`src/rtl/core/wavd_pkg.sv`:
```
// wavd_pkg: shared types and constants of the WAVE PCM stream decoder.
// Used by wavd_parser and wav_pcm_stream_decoder; depends on nothing else.
package wavd_pkg;

  // Four-character tags as they arrive, first character in the top byte
  localparam logic [31:0] TAG_RIFF = 32'h5249_4646;
  localparam logic [31:0] TAG_WAVE = 32'h5741_5645;
  localparam logic [31:0] TAG_FMT  = 32'h666D_7420;
  localparam logic [31:0] TAG_DATA = 32'h6461_7461;

  localparam logic [31:0] FMT_MIN_LEN = 32'd16;
  localparam logic [15:0] FMT_PCM     = 16'd1;
  localparam logic [7:0]  SAMPLE_BIAS = 8'h80;

  // Result kinds
  localparam logic [1:0] KIND_FRAME  = 2'd0;
  localparam logic [1:0] KIND_FORMAT = 2'd1;
  localparam logic [1:0] KIND_ERROR  = 2'd2;
  localparam logic [1:0] KIND_END    = 2'd3;

  // Error codes
  localparam logic [2:0] ERR_BAD_TAG   = 3'd0;
  localparam logic [2:0] ERR_SHORT_FMT = 3'd1;
  localparam logic [2:0] ERR_FORMAT    = 3'd2;
  localparam logic [2:0] ERR_NO_FMT    = 3'd3;
  localparam logic [2:0] ERR_EOS_HDR   = 3'd4;

  typedef enum logic [2:0] {
    PH_RIFF,
    PH_HDR,
    PH_FMT,
    PH_SKIP,
    PH_DATA,
    PH_IDLE
  } phase_t;

  typedef struct packed {
    logic [1:0]         kind;
    logic signed [15:0] left_sample;
    logic signed [15:0] right_sample;
    logic [31:0]        pcm_rate;
    logic [1:0]         channel_count;
    logic [4:0]         sample_bits;
    logic [2:0]         error_code;
    logic               is_last;
  } result_t;

endpackage

```
`src/rtl/core/wav_pcm_stream_decoder.sv`:
```
// wav_pcm_stream_decoder: top level of the byte-serial RIFF/WAVE PCM decoder.
// Depends on wavd_pkg and wavd_parser.
//
//   channel  | direction | handshake                   | payload
//   ---------+-----------+-----------------------------+----------------------------------
//   byte     | in        | byte_valid / byte_stall     | data_byte, stream_end
//   result   | out       | result_valid / result_stall | kind, left_sample, right_sample,
//            |           |                             | pcm_rate, channel_count,
//            |           |                             | sample_bits, error_code, is_last
//
// One byte beat per cycle sustained while byte_stall is low; a byte's result beat passes
// through the input register, then the parser step loads the result register.
// The parser state advances once per byte, in the cycle the byte leaves the input register.
// rst is synchronous and returns the parser to expecting a RIFF header; no clearing pass.
// While a result beat waits under result_stall, bytes that make no result keep flowing;
// a byte that makes a result holds in the input register until the result register frees.
module wav_pcm_stream_decoder (
  input  logic               clk,
  input  logic               rst,
  input  logic               byte_valid,
  output logic               byte_stall,
  input  logic [7:0]         data_byte,
  input  logic               stream_end,
  output logic               result_valid,
  input  logic               result_stall,
  output logic [1:0]         kind,
  output logic signed [15:0] left_sample,
  output logic signed [15:0] right_sample,
  output logic [31:0]        pcm_rate,
  output logic [1:0]         channel_count,
  output logic [4:0]         sample_bits,
  output logic [2:0]         error_code,
  output logic               is_last
);

  // Input register
  logic       in_full;
  logic [7:0] in_byte;
  logic       in_end;

  // Parser handshake
  logic              produce;
  logic              advance;
  wavd_pkg::result_t step_result;
  wavd_pkg::result_t held_result;

  wavd_parser u_parser (
    .clk        (clk),
    .rst        (rst),
    .step       (advance),
    .data_byte  (in_byte),
    .stream_end (in_end),
    .produce    (produce),
    .result     (step_result)
  );

  // Advance a held byte when it makes no result or the result register is free
  assign advance    = in_full && (!produce || !result_valid || !result_stall);
  assign byte_stall = in_full && !advance;

  always_ff @(posedge clk) begin
    if (rst) begin
      in_full <= 1'b0;
    end else if (!byte_stall) begin
      in_full <= byte_valid;
    end
  end

  // Capture payload only on an accepted beat
  always_ff @(posedge clk) begin
    if (byte_valid && !byte_stall) begin
      in_byte <= data_byte;
      in_end  <= stream_end;
    end
  end

  // Result register: load on a producing step, otherwise drop on a taken beat
  always_ff @(posedge clk) begin
    if (rst) begin
      result_valid <= 1'b0;
    end else if (advance && produce) begin
      result_valid <= 1'b1;
    end else if (!result_stall) begin
      result_valid <= 1'b0;
    end
  end

  always_ff @(posedge clk) begin
    if (advance && produce) begin
      held_result <= step_result;
    end
  end

  assign kind          = held_result.kind;
  assign left_sample   = held_result.left_sample;
  assign right_sample  = held_result.right_sample;
  assign pcm_rate      = held_result.pcm_rate;
  assign channel_count = held_result.channel_count;
  assign sample_bits   = held_result.sample_bits;
  assign error_code    = held_result.error_code;
  assign is_last       = held_result.is_last;

  a_result_hold: assert property (@(posedge clk) disable iff (rst)
    result_valid && result_stall |=> result_valid && $stable(held_result))
    else $error("stalled result beat changed or vanished");

  a_stall_full: assert property (@(posedge clk) disable iff (rst)
    byte_stall |-> in_full)
    else $error("byte channel stalled with an empty input register");

  a_block_producer: assert property (@(posedge clk) disable iff (rst)
    in_full && produce && result_valid && result_stall |-> byte_stall)
    else $error("producing byte not held behind a stalled result");

endmodule

```
`src/rtl/core/wavd_parser.sv`:
```
// wavd_parser: byte-serial RIFF/WAVE parser state and one-byte step logic.
// Depends on wavd_pkg (phase_t, result_t, tags and codes).
module wavd_parser (
  input  logic              clk,
  input  logic              rst,
  input  logic              step,
  input  logic [7:0]        data_byte,
  input  logic              stream_end,
  output logic              produce,
  output wavd_pkg::result_t result
);

  wavd_pkg::phase_t phase, phase_next;
  logic [4:0]  byte_count, byte_count_next;
  logic [32:0] chunk_length, chunk_length_next;
  logic [31:0] tag_shift, tag_shift_next;
  logic [15:0] format_code, format_code_next;
  logic [1:0]  channels_held, channels_held_next;
  logic [31:0] rate_held, rate_held_next;
  logic [4:0]  bits_held, bits_held_next;
  logic        format_seen, format_seen_next;
  logic [31:0] data_remaining, data_remaining_next;
  logic [23:0] frame_held, frame_held_next;
  logic [1:0]  frame_idx, frame_idx_next;

  function automatic logic [15:0] le16(input logic [31:0] t);
    le16 = {t[7:0], t[15:8]};
  endfunction

  function automatic logic [31:0] le32(input logic [31:0] t);
    le32 = {t[7:0], t[15:8], t[23:16], t[31:24]};
  endfunction

  logic [31:0] shifted;
  logic [4:0]  cnt_inc;
  logic [31:0] size_le;
  logic [15:0] word_le;
  logic [32:0] chunk_dec;
  logic [31:0] rem_dec;
  logic [6:0]  fb_prod;
  logic [3:0]  fb_raw;
  logic [2:0]  fb;
  logic        emit;
  logic        fmt_bad;
  logic        riff_bad;

  assign shifted   = {tag_shift[23:0], data_byte};
  assign cnt_inc   = byte_count + 5'd1;
  assign size_le   = le32(shifted);
  assign word_le   = le16(shifted);
  assign chunk_dec = chunk_length - 33'd1;
  assign rem_dec   = data_remaining - 32'd1;
  assign fb_prod   = 7'(channels_held) * 7'(bits_held);
  assign fb_raw    = fb_prod[6:3];
  assign fb        = (fb_raw == 4'd0 || fb_raw > 4'd4) ? 3'd1 : fb_raw[2:0];
  assign emit      = ({1'b0, frame_idx} + 3'd1) >= fb;
  assign fmt_bad   = (format_code != wavd_pkg::FMT_PCM) ||
                     (word_le != 16'd8 && word_le != 16'd16) ||
                     (channels_held == 2'd0);
  assign riff_bad  = (cnt_inc == 5'd4 && shifted != wavd_pkg::TAG_RIFF) ||
                     (cnt_inc >= 5'd12 && shifted != wavd_pkg::TAG_WAVE);

  // Next state
  always_comb begin
    phase_next          = phase;
    byte_count_next     = byte_count;
    chunk_length_next   = chunk_length;
    tag_shift_next      = tag_shift;
    format_code_next    = format_code;
    channels_held_next  = channels_held;
    rate_held_next      = rate_held;
    bits_held_next      = bits_held;
    format_seen_next    = format_seen;
    data_remaining_next = data_remaining;
    frame_held_next     = frame_held;
    frame_idx_next      = frame_idx;
    if (stream_end) begin
      phase_next          = wavd_pkg::PH_RIFF;
      byte_count_next     = '0;
      chunk_length_next   = '0;
      tag_shift_next      = '0;
      format_code_next    = '0;
      channels_held_next  = '0;
      rate_held_next      = '0;
      bits_held_next      = '0;
      format_seen_next    = 1'b0;
      data_remaining_next = '0;
      frame_held_next     = '0;
      frame_idx_next      = '0;
    end else begin
      unique case (phase)
        wavd_pkg::PH_RIFF: begin
          tag_shift_next  = shifted;
          byte_count_next = cnt_inc;
          if (riff_bad) begin
            phase_next = wavd_pkg::PH_IDLE;
          end else if (cnt_inc >= 5'd12) begin
            phase_next      = wavd_pkg::PH_HDR;
            byte_count_next = '0;
          end
        end
        wavd_pkg::PH_HDR: begin
          tag_shift_next  = shifted;
          byte_count_next = cnt_inc;
          if (cnt_inc == 5'd4) begin
            chunk_length_next = {1'b0, shifted};
          end else if (cnt_inc >= 5'd8) begin
            byte_count_next = '0;
            if (chunk_length[31:0] == wavd_pkg::TAG_FMT) begin
              if (size_le < wavd_pkg::FMT_MIN_LEN) begin
                phase_next = wavd_pkg::PH_IDLE;
              end else begin
                chunk_length_next = {1'b0, size_le};
                phase_next        = wavd_pkg::PH_FMT;
              end
            end else if (chunk_length[31:0] == wavd_pkg::TAG_DATA) begin
              if (!format_seen) begin
                phase_next = wavd_pkg::PH_IDLE;
              end else begin
                data_remaining_next = size_le;
                frame_idx_next      = '0;
                frame_held_next     = '0;
                phase_next = (size_le != 32'd0) ? wavd_pkg::PH_DATA : wavd_pkg::PH_IDLE;
              end
            end else begin
              // skip the chunk and its word-alignment pad
              chunk_length_next = {1'b0, size_le} + {32'd0, size_le[0]};
              if (chunk_length_next != 33'd0) begin
                phase_next = wavd_pkg::PH_SKIP;
              end
            end
          end
        end
        wavd_pkg::PH_FMT: begin
          tag_shift_next    = shifted;
          chunk_length_next = chunk_dec;
          if (byte_count < 5'd16) begin
            byte_count_next = cnt_inc;
          end
          case (byte_count)
            5'd1: format_code_next = word_le;
            5'd3: channels_held_next = (word_le == 16'd1 || word_le == 16'd2) ?
                                       word_le[1:0] : 2'd0;
            5'd7: rate_held_next = size_le;
            5'd15: begin
              if (!fmt_bad) begin
                bits_held_next   = word_le[4:0];
                format_seen_next = 1'b1;
              end
            end
            default: ;
          endcase
          if (byte_count == 5'd15 && fmt_bad) begin
            phase_next = wavd_pkg::PH_IDLE;
          end else if (chunk_dec == 33'd0) begin
            phase_next      = wavd_pkg::PH_HDR;
            byte_count_next = '0;
          end
        end
        wavd_pkg::PH_SKIP: begin
          chunk_length_next = chunk_dec;
          if (chunk_dec == 33'd0) begin
            phase_next      = wavd_pkg::PH_HDR;
            byte_count_next = '0;
          end
        end
        wavd_pkg::PH_DATA: begin
          data_remaining_next = rem_dec;
          if (emit) begin
            frame_idx_next  = '0;
            frame_held_next = '0;
          end else begin
            frame_held_next = {frame_held[15:0], data_byte};
            frame_idx_next  = frame_idx + 2'd1;
          end
          if (rem_dec == 32'd0) begin
            phase_next = wavd_pkg::PH_IDLE;
          end
        end
        wavd_pkg::PH_IDLE: ;
        default: ;
      endcase
    end
  end

  // Result of the current byte
  always_comb begin
    result  = '0;
    produce = 1'b0;
    if (stream_end) begin
      produce = 1'b1;
      if (phase == wavd_pkg::PH_DATA || phase == wavd_pkg::PH_IDLE) begin
        result.kind = wavd_pkg::KIND_END;
      end else begin
        result.kind       = wavd_pkg::KIND_ERROR;
        result.error_code = wavd_pkg::ERR_EOS_HDR;
      end
    end else begin
      unique case (phase)
        wavd_pkg::PH_RIFF: begin
          if (riff_bad) begin
            produce           = 1'b1;
            result.kind       = wavd_pkg::KIND_ERROR;
            result.error_code = wavd_pkg::ERR_BAD_TAG;
          end
        end
        wavd_pkg::PH_HDR: begin
          if (cnt_inc == 5'd8) begin
            if (chunk_length[31:0] == wavd_pkg::TAG_FMT) begin
              if (size_le < wavd_pkg::FMT_MIN_LEN) begin
                produce           = 1'b1;
                result.kind       = wavd_pkg::KIND_ERROR;
                result.error_code = wavd_pkg::ERR_SHORT_FMT;
              end
            end else if (chunk_length[31:0] == wavd_pkg::TAG_DATA) begin
              produce = 1'b1;
              if (!format_seen) begin
                result.kind       = wavd_pkg::KIND_ERROR;
                result.error_code = wavd_pkg::ERR_NO_FMT;
              end else begin
                result.kind          = wavd_pkg::KIND_FORMAT;
                result.pcm_rate      = rate_held;
                result.channel_count = channels_held;
                result.sample_bits   = bits_held;
                result.is_last       = size_le < {29'd0, fb};
              end
            end
          end
        end
        wavd_pkg::PH_FMT: begin
          if (byte_count == 5'd15 && fmt_bad) begin
            produce           = 1'b1;
            result.kind       = wavd_pkg::KIND_ERROR;
            result.error_code = wavd_pkg::ERR_FORMAT;
          end
        end
        wavd_pkg::PH_DATA: begin
          if (emit) begin
            produce        = 1'b1;
            result.kind    = wavd_pkg::KIND_FRAME;
            result.is_last = rem_dec < {29'd0, fb};
            if (fb == 3'd1) begin
              result.left_sample  = {data_byte ^ wavd_pkg::SAMPLE_BIAS, 8'd0};
              result.right_sample = {data_byte ^ wavd_pkg::SAMPLE_BIAS, 8'd0};
            end else if (fb == 3'd2 && bits_held == 5'd8) begin
              result.left_sample  = {frame_held[7:0] ^ wavd_pkg::SAMPLE_BIAS, 8'd0};
              result.right_sample = {data_byte ^ wavd_pkg::SAMPLE_BIAS, 8'd0};
            end else if (fb == 3'd2) begin
              result.left_sample  = {data_byte, frame_held[7:0]};
              result.right_sample = {data_byte, frame_held[7:0]};
            end else begin
              result.left_sample  = {frame_held[15:8], frame_held[23:16]};
              result.right_sample = {data_byte, frame_held[7:0]};
            end
          end
        end
        wavd_pkg::PH_SKIP: ;
        wavd_pkg::PH_IDLE: ;
        default: ;
      endcase
    end
  end

  always_ff @(posedge clk) begin
    if (rst) begin
      phase          <= wavd_pkg::PH_RIFF;
      byte_count     <= '0;
      chunk_length   <= '0;
      tag_shift      <= '0;
      format_code    <= '0;
      channels_held  <= '0;
      rate_held      <= '0;
      bits_held      <= '0;
      format_seen    <= 1'b0;
      data_remaining <= '0;
      frame_held     <= '0;
      frame_idx      <= '0;
    end else if (step) begin
      phase          <= phase_next;
      byte_count     <= byte_count_next;
      chunk_length   <= chunk_length_next;
      tag_shift      <= tag_shift_next;
      format_code    <= format_code_next;
      channels_held  <= channels_held_next;
      rate_held      <= rate_held_next;
      bits_held      <= bits_held_next;
      format_seen    <= format_seen_next;
      data_remaining <= data_remaining_next;
      frame_held     <= frame_held_next;
      frame_idx      <= frame_idx_next;
    end
  end

  a_end_rearms: assert property (@(posedge clk) disable iff (rst)
    step && stream_end |=> phase == wavd_pkg::PH_RIFF)
    else $error("stream end did not rearm the parser");

  a_seen_bits: assert property (@(posedge clk) disable iff (rst)
    format_seen |-> (bits_held == 5'd8 || bits_held == 5'd16))
    else $error("format marked seen with bad sample width");

  a_data_left: assert property (@(posedge clk) disable iff (rst)
    phase == wavd_pkg::PH_DATA |-> data_remaining != 32'd0)
    else $error("data phase with no bytes left");

  a_frame_idx: assert property (@(posedge clk) disable iff (rst)
    phase == wavd_pkg::PH_DATA |-> ({1'b0, frame_idx} < fb))
    else $error("frame byte index ran past frame size");

endmodule

```
`config.mk`:
```
export PLATFORM = sky130hd
export DESIGN_NAME = wav_pcm_stream_decoder
export DESIGN_NICKNAME = d
export VERILOG_FILES = /design/src/rtl/core/wavd_pkg.sv /design/src/rtl/core/wav_pcm_stream_decoder.sv /design/src/rtl/core/wavd_parser.sv
export SDC_FILE = /design/constraint.sdc
export NUM_CORES = 1
export LEC_CHECK = 0
export ABC_CLOCK_PERIOD_IN_PS = 13100
export BUFFER_PORTS_ARGS = -buffer_cell sky130_fd_sc_hd__buf_2
export CORE_ASPECT_RATIO = 1.5
export CORE_UTILIZATION = 32
export DETAILED_ROUTE_END_ITERATION = 16
export HOLD_SLACK_MARGIN = 0.06
export PLACE_DENSITY_LB_ADDON = 0.05
export SYNTH_ARGS = -nofsm -noshare
export SYNTH_HDL_FRONTEND = slang
export SYNTH_SLANG_ARGS = --single-unit
```
`constraint.sdc`:
```
create_clock -name clk -period 13.1 [get_ports clk]
set_input_delay 2.62 -clock clk [delete_from_list [all_inputs] [get_ports clk]]
set_output_delay 2.62 -clock clk [all_outputs]
set_load 0.02 [all_outputs]
```
# Yosys cells after proc, flatten, opt, wreduce, memory -nomap -nowiden
# Cells that the tools add are included.
totals:
  regBits: 267
  in_bits: 13
  out_inout_bits: 79
classes:
  addsub: 6
  mul: 1
  n_lt_le_gt_ge: 8
  eq_ne: 37
  mux: 114
  bitwise_logic: 8
  n_reduce_logical: 53
op_table:
  columns: ["cell", "count"]
  rows:
  - ["32-bit 2-to-1 mux", 12]
  - ["24-bit 2-to-1 mux", 9]
  - ["33-bit 2-to-1 mux", 6]
  - ["33-bit case mux with 2 select lines", 1]
  - ["5-bit 2-to-1 mux", 13]
  - ["32-bit by 31-bit == test with 1-bit output, second input constant", 2]
  - ["32-bit by 3-bit less-than comparator with 1-bit output", 2]
  - ["32-bit by 31-bit inequality test with 1-bit output, second input constant", 2]
  - ["32-bit case mux with 2 select lines", 1]
  - ["3-bit 2-to-1 mux", 17]
  - ["16-bit 2-to-1 mux", 3]
  - ["24-bit case mux with 2 select lines", 1]
  - ["43-bit 2-to-1 mux", 1]
  - ["2-bit 2-to-1 mux", 21]
  - ["39-bit 2-to-1 mux", 1]
  - ["32-bit by 1-bit adder with 33-bit output", 1]
  - ["33-bit zero test", 1]
  - ["33-bit nonzero test", 1]
  - ["33-bit by 1-bit subtractor with 33-bit output, second input constant", 1]
  - ["32-bit zero test", 1]
  - ["32-bit by 5-bit less-than comparator with 1-bit output, second input constant", 1]
  - ["32-bit nonzero test", 1]
  - ["32-bit by 1-bit subtractor with 32-bit output, second input constant", 1]
  - ["1-bit 2-to-1 mux", 20]
  - ["56 further kinds", 107]

# Depth between registers and ports, before layout
logic_depth:
  ltp_word: 16
  mapped_depth: 22

# By module
# Synthesis repeated with hierarchy kept, for this count alone.
unflattened:
  cells_unflattened: 1920
  hier_area_um2: 15610.0
by_module_without_submodules:
  columns: ["module", "instances", "cells_each", "area_per_inst_um2", "seq_area_each_um2"]
  rows:
  - ["wavd_parser", 1, 1821, 12934.9, 3583.4]
  - ["wav_pcm_stream_decoder", 1, 99, 2675.1, 2622.5]

# Worst setup path before layout
# OpenSTA, ideal clock, no wires.
synth_timing:
  path_type: "reg-to-reg"
  from: "register u_parser.channels_held[1]"
  to: "register held_result, in the netlist channel_count[0] (enable)"
  arrival_ps: 7616
  required_time_ps: 12562
  setup_slack_ps: 4946
  stages_incl_launch_ff: 19
  n_path_buf: 3
  period_less_slack_ps: 8154
  cell_sequence: "dfxtp_1 and2_1 ha_1 a41oi_1 mux2i_1 a211oi_1 o211a_1 clkbuf_1 or2_2 ha_1 nand2b_1 a211o_1 o211a_1 a211oi_1 or3_1 nand3_2 buf_6 clkbuf_1 a21oi_1"
synth_via:
  elab_chain_len: 13
synth_rtl:
  columns: ["item", "line_no", "source"]
  rows:
  - ["start, declared", "wavd_parser.sv:18", "logic [1:0] channels_held, channels_held_next;"]
  - ["start signal, assigned", "wavd_parser.sv:284", "channels_held <= channels_held_next;"]
  - ["2-bit by 5-bit multiplier with 7-bit output", "wavd_parser.sv:53", "assign fb_prod = 7'(channels_held) * 7'(bits_held);"]
  - ["4-bit by 3-bit greater-than comparator with 1-bit output or 4-bit zero test (tied branches)", "wavd_parser.sv:55", "assign fb = (fb_raw == 4'd0 || fb_raw > 4'd4) ? 3'd1 : fb_raw[2:0];"]
  - ["1-bit logical OR", "wavd_parser.sv:55", null]
  - ["3-bit 2-to-1 mux", "wavd_parser.sv:55", null]
  - ["3-bit greater-or-equal comparator", "wavd_parser.sv:56", "assign emit = ({1'b0, frame_idx} + 3'd1) >= fb;"]
  - ["1-bit 2-to-1 mux", "wavd_parser.sv:238", "if (emit) begin"]
  - ["1-bit case mux with 4 select lines *", "wavd_parser.sv:199", "unique case (phase)"]
  - ["1-bit 2-to-1 mux *", "wavd_parser.sv:190", "if (stream_end) begin"]
  - ["1-bit zero test", "wav_pcm_stream_decoder.sv:58", "assign advance = in_full && (!produce || !result_valid || !result_stall);"]
  - ["1-bit logical OR (2 in series)", "wav_pcm_stream_decoder.sv:58", null]
  - ["1-bit logical AND", "wav_pcm_stream_decoder.sv:58", null]
  - ["1-bit logical AND *", "wav_pcm_stream_decoder.sv:89", "if (advance && produce) begin"]
  - ["end signal, assigned", "wav_pcm_stream_decoder.sv:90", "held_result <= step_result;"]
  - ["end, declared", "wav_pcm_stream_decoder.sv:45", "wavd_pkg::result_t held_result;"]
# Mark *: on every way between the ends. The rest lies on a longest branch, timed or not.
# A chain may end at the register's enable or synchronous reset.

# Worst setup path in the final report
layout_timing:
  from: "register u_parser.channels_held[1]"
  to: "output byte_stall"
layout_via:
  elab_chain_len: 14
layout_rtl:
  columns: ["item", "line_no", "source"]
  rows:
  - ["2-bit by 5-bit multiplier with 7-bit output", "wavd_parser.sv:53", null]
  - ["4-bit by 3-bit greater-than comparator with 1-bit output or 4-bit zero test (tied branches)", "wavd_parser.sv:55", null]
  - ["1-bit logical OR", "wavd_parser.sv:55", null]
  - ["3-bit 2-to-1 mux", "wavd_parser.sv:55", null]
  - ["3-bit greater-or-equal comparator", "wavd_parser.sv:56", null]
  - ["1-bit 2-to-1 mux", "wavd_parser.sv:238", null]
  - ["1-bit case mux with 4 select lines *", "wavd_parser.sv:199", null]
  - ["1-bit 2-to-1 mux *", "wavd_parser.sv:190", null]
  - ["1-bit zero test *", "wav_pcm_stream_decoder.sv:58", null]
  - ["1-bit logical OR * (2 in series)", "wav_pcm_stream_decoder.sv:58", null]
  - ["1-bit logical AND *", "wav_pcm_stream_decoder.sv:58", null]
  - ["1-bit zero test *", "wav_pcm_stream_decoder.sv:59", "assign byte_stall = in_full && !advance;"]
  - ["1-bit logical AND *", "wav_pcm_stream_decoder.sv:59", null]
  - ["end, declared", "wav_pcm_stream_decoder.sv:21", "output logic byte_stall,"]
# Marked as above.

==> summary.md <==
| Metric | Value |
|---|---|
| CP Capture Type | `output pin` |
| Syn_area_per_cell | `8.20 sq um` |
| Async set or reset register ratio after synthesis | `0` |
| Crit Path Class | `flip-flop to output pin` |
| # IOs | `approximately 90` |
| GRT overflow | `0` |
| CP cell instances | `and2_1 > ha_1 > a41oi_1 > mux2i_1 > a211oi_1 > o211a_1 > or2_2 > ha_1 > nand2b_1 > a211o_1 > o211a_1 > a211oi_1 > or2_2 > nand2_1 > and4_1 > buf_2` |
| Largest net degree at the start of global routing | `88` |
| Synthesis-stage register bit count | `approximately 270` |
| Number of global-route vias before repair | `14300` |
| Worst setup SP type | `flip-flop` |
| Clock transition at path regs | `0.07 ns` |
| Peak supply drop | `0.000102 V` |
| Cells after Synth | `around 1900` |
| Status | `finished, final reports clean` |
| Crit path time final | `7.65 ns` |
| N_diodes | `0` |
| Core ar. | `47600 sq um` |
| Total wire length | `61.2 mm` |
| Count of final setup violators | `0` |
| Finished Layout Cells | `2517` |
| Routed Antenna Nets | `0` |
| Chip width | `181 um` |
| Final net count | `1930` |
| Register area share after synthesis | `0.402` |
| Final Cell Area | `between 15000 and 20000 sq um` |
| # hold bufs at CTS | `0` |
| GPL Wtd Cong | `0.914` |
| Layout overhead on the synthesized area | `12.5%` |
| Worst Hold Class | `flip-flop to flip-flop` |
| Post-CTS sizing | `0` |
| Post-synth EDFFs | `86` |
| Total GRT Usage | `0.245` |
| DRT Pass-1 Iters | `5` |
| Root Driver | `clkbuf_16` |
| CP peak stage delay | `0.53 ns` |
| CP Max Fanout | `14` |
| Vias | `14500` |
| Residual DRC count | `0` |
| Die footprint | `49100 sq um` |
| Placed Cells | `2463` |
| Fmax | `around 130 MHz` |
| Clock tree buffer depth | `3` |
| Postcts setup bufs | `0` |
| Critical path arrival | `5.03 ns` |
| Port buffer count | `91` |
| RSZ-0062 raised after global routing | `no` |
| Slowest cell on crit path | `a41oi_1` |
| Initial antenna violation count | `0` |
| Vias per cell | `5.76` |
| Synth Warn # | `0` |
| Die Span Y | `271 um` |
| Total CTS buffers | `29` |
| Final hold vios | `0` |
| Slew margin rel. | `0.206` |
| Synth Net Count | `roughly 1900` |
| Distinct cells, synth | `84` |
| CTS sink count | `267` |
| Share of layout cells above drive strength 1 | `0.126` |
| Clk_lat worst skew | `0.58 ns` |
| H-tree depth | `1` |
| Initial Util | `0.324` |
| Worst Path Required | `10.48 ns` |
| Leak | `around 6.1 nW` |
| Setup TNS | `0 ns` |
| CTS tree | `yes` |
| DR iter-0 viols | `969` |
| PwrDens | `~110 nW/um^2` |
| Fin crit share | `0.584` |
| Placed cell area | `~16000 sq um` |
| MaxCap Viol Count | `0` |
| Clk_skew | `0.0191 ns` |
| Top_reg_cell synth | `dfxtp_1` |
| Filler cells | `5000` |
| First-pass GRT wire length | `91.3 mm` |
| Max Slew Vio Count | `0` |
| Row count | `98` |
| Worst-Margin Slew | `roughly 1.2 ns` |
| Average wire per standard cell | `24.3 um` |
| DP Wirelength | `42.4 mm` |
| Post-Syn Area | `15400 sq um` |
-- cell families after synthesis --
family | Yosys count | synth area share
muxes | 17 | 0.0112
and+or+nand+nor | 822 | 0.274
xor gates and xnor gates | 70 | 0.0397
buffers and inverters | 216 | 0.0562
DFF | 267 | 0.402
AOI/OAI and AO/OA | 468 | 0.198
adders and majority gates | 23 | 0.0186
-- synthesized netlist by cell type (all sizes together) (22+ instances only) --
master	n	area, sq um
a21oi	155	783
dfxtp	181	3620
nor2	241	905
and2	64	400
o21ai	75	375
nand3	68	345
nor3	63	332
xor2	31	272
buf	32	176
nand4	26	163
edfxtp	86	2580
inv	51	191
or3	29	181
nand2	164	616
a211oi	22	165
a22oi	75	563
clkbuf	133	499
ha	23	288
nor4	47	360
xnor2	39	342
-- flip-flops by register name, indices dropped and copies added (netlist names), 8 cells and up --
signal	cells
in_byte	8
left_sample	16
pcm_rate	32
right_sample	16
u_parser.chunk_length	33
u_parser.data_remaining	32
u_parser.format_code	16
u_parser.frame_held	24
u_parser.rate_held	32
u_parser.tag_shift	24
-- through the flow --
step | worst slack [ns] | hold slack, ns | util | total power [mW]
floorplan | 4.95 | 0.432 | - | 0.966
global placement | 6.18 | 0.440 | 0.345 | 1.02
detailed placement | 6.03 | 0.446 | 0.345 | 1.02
CTS | 5.40 | 0.454 | 0.365 | 1.87
global route | 5.13 | 0.471 | 0.365 | 1.91
finish | 5.45 | 0.451 | 0.365 | 1.85
-- layout make-up --
type / instances / area [sq um] / share of cell area
Tap cell: 600 / 751 / 0.0432
Multi-Input combinational cell: 1400 / 8390 / 0.483
Clock buffer: 41 / 836 / 0.0481
Sequential cell: 267 / 6210 / 0.357
Inverter: 51 / 191 / 0.0110
Clock inverter: 13 / 125 / 0.00720
Timing Repair Buffer: 145 / 863 / 0.0497
-- cell usage in the layout, fill, tap and decap left out, types with 12 or more instances in the layout --
master     instances
o31ai_1           13
buf_4             55
buf_2             90
a22oi_1           75
o21ai_0           75
and2_1            64
and3_1            13
a211oi_1          22
o32ai_1           12
nor2_1           239
xnor2_1           39
a2111oi_0         18
or3_1             29
mux2i_1           15
nor4_1            42
dfxtp_1          181
or2_2             14
or4_1             18
o22ai_1           13
clkbuf_16         30
nand2_1          164
edfxtp_1          86
xor2_1            31
nand3_1           67
nor3_1            58
a21oi_1          152
a31oi_1           13
ha_1              23
nand4_1           26
inv_1             51
-- critical path, delay by kind of cell, from the launching register on --
kind	cells	cell delay [ns]
AOI/OAI and AO/OA	6	1.78
and+or+nand+nor	6	1.22
adders and majority gates	2	0.49
DFF	1	0.45
muxes	1	0.32
buffers and inverters	1	0.17
-- layer usage --
| metal | GRT usage | vias to the layer above | routed length [um] |
|---|---|---|---|
| li1 | - | 6867 | - |
| met1 | 0.273 | 7035 | 24000 |
| met2 | 0.448 | 437 | 31100 |
| met3 | 0.0295 | 156 | 2570 |
| met4 | 0.138 | 0 | 3520 |
| met5 | 0 | - | 0 |
-- final timing paths --
check / start / to / slack [ns] / depth (start not counted)
min reg2reg: u_parser.frame_held[21] / u_parser.frame_held[21] / 0.45 / 2
min: u_parser.frame_held[21] / u_parser.frame_held[21] / 0.45 / 2
max: u_parser.channels_held[1] / byte_stall / 5.45 / 16
max reg2reg: u_parser.channels_held[1] / u_parser.chunk_length[29] / 6.90 / 19
-- where the power goes --
| part | internal [mW] | switching, mW |
|---|---|---|
| Combinational | 0.0323 | 0.0923 |
| Sequential | 0.864 | 0.00848 |
| Clock | 0.484 | 0.368 |
No activity file was read; power rests on OpenSTA's default activity.
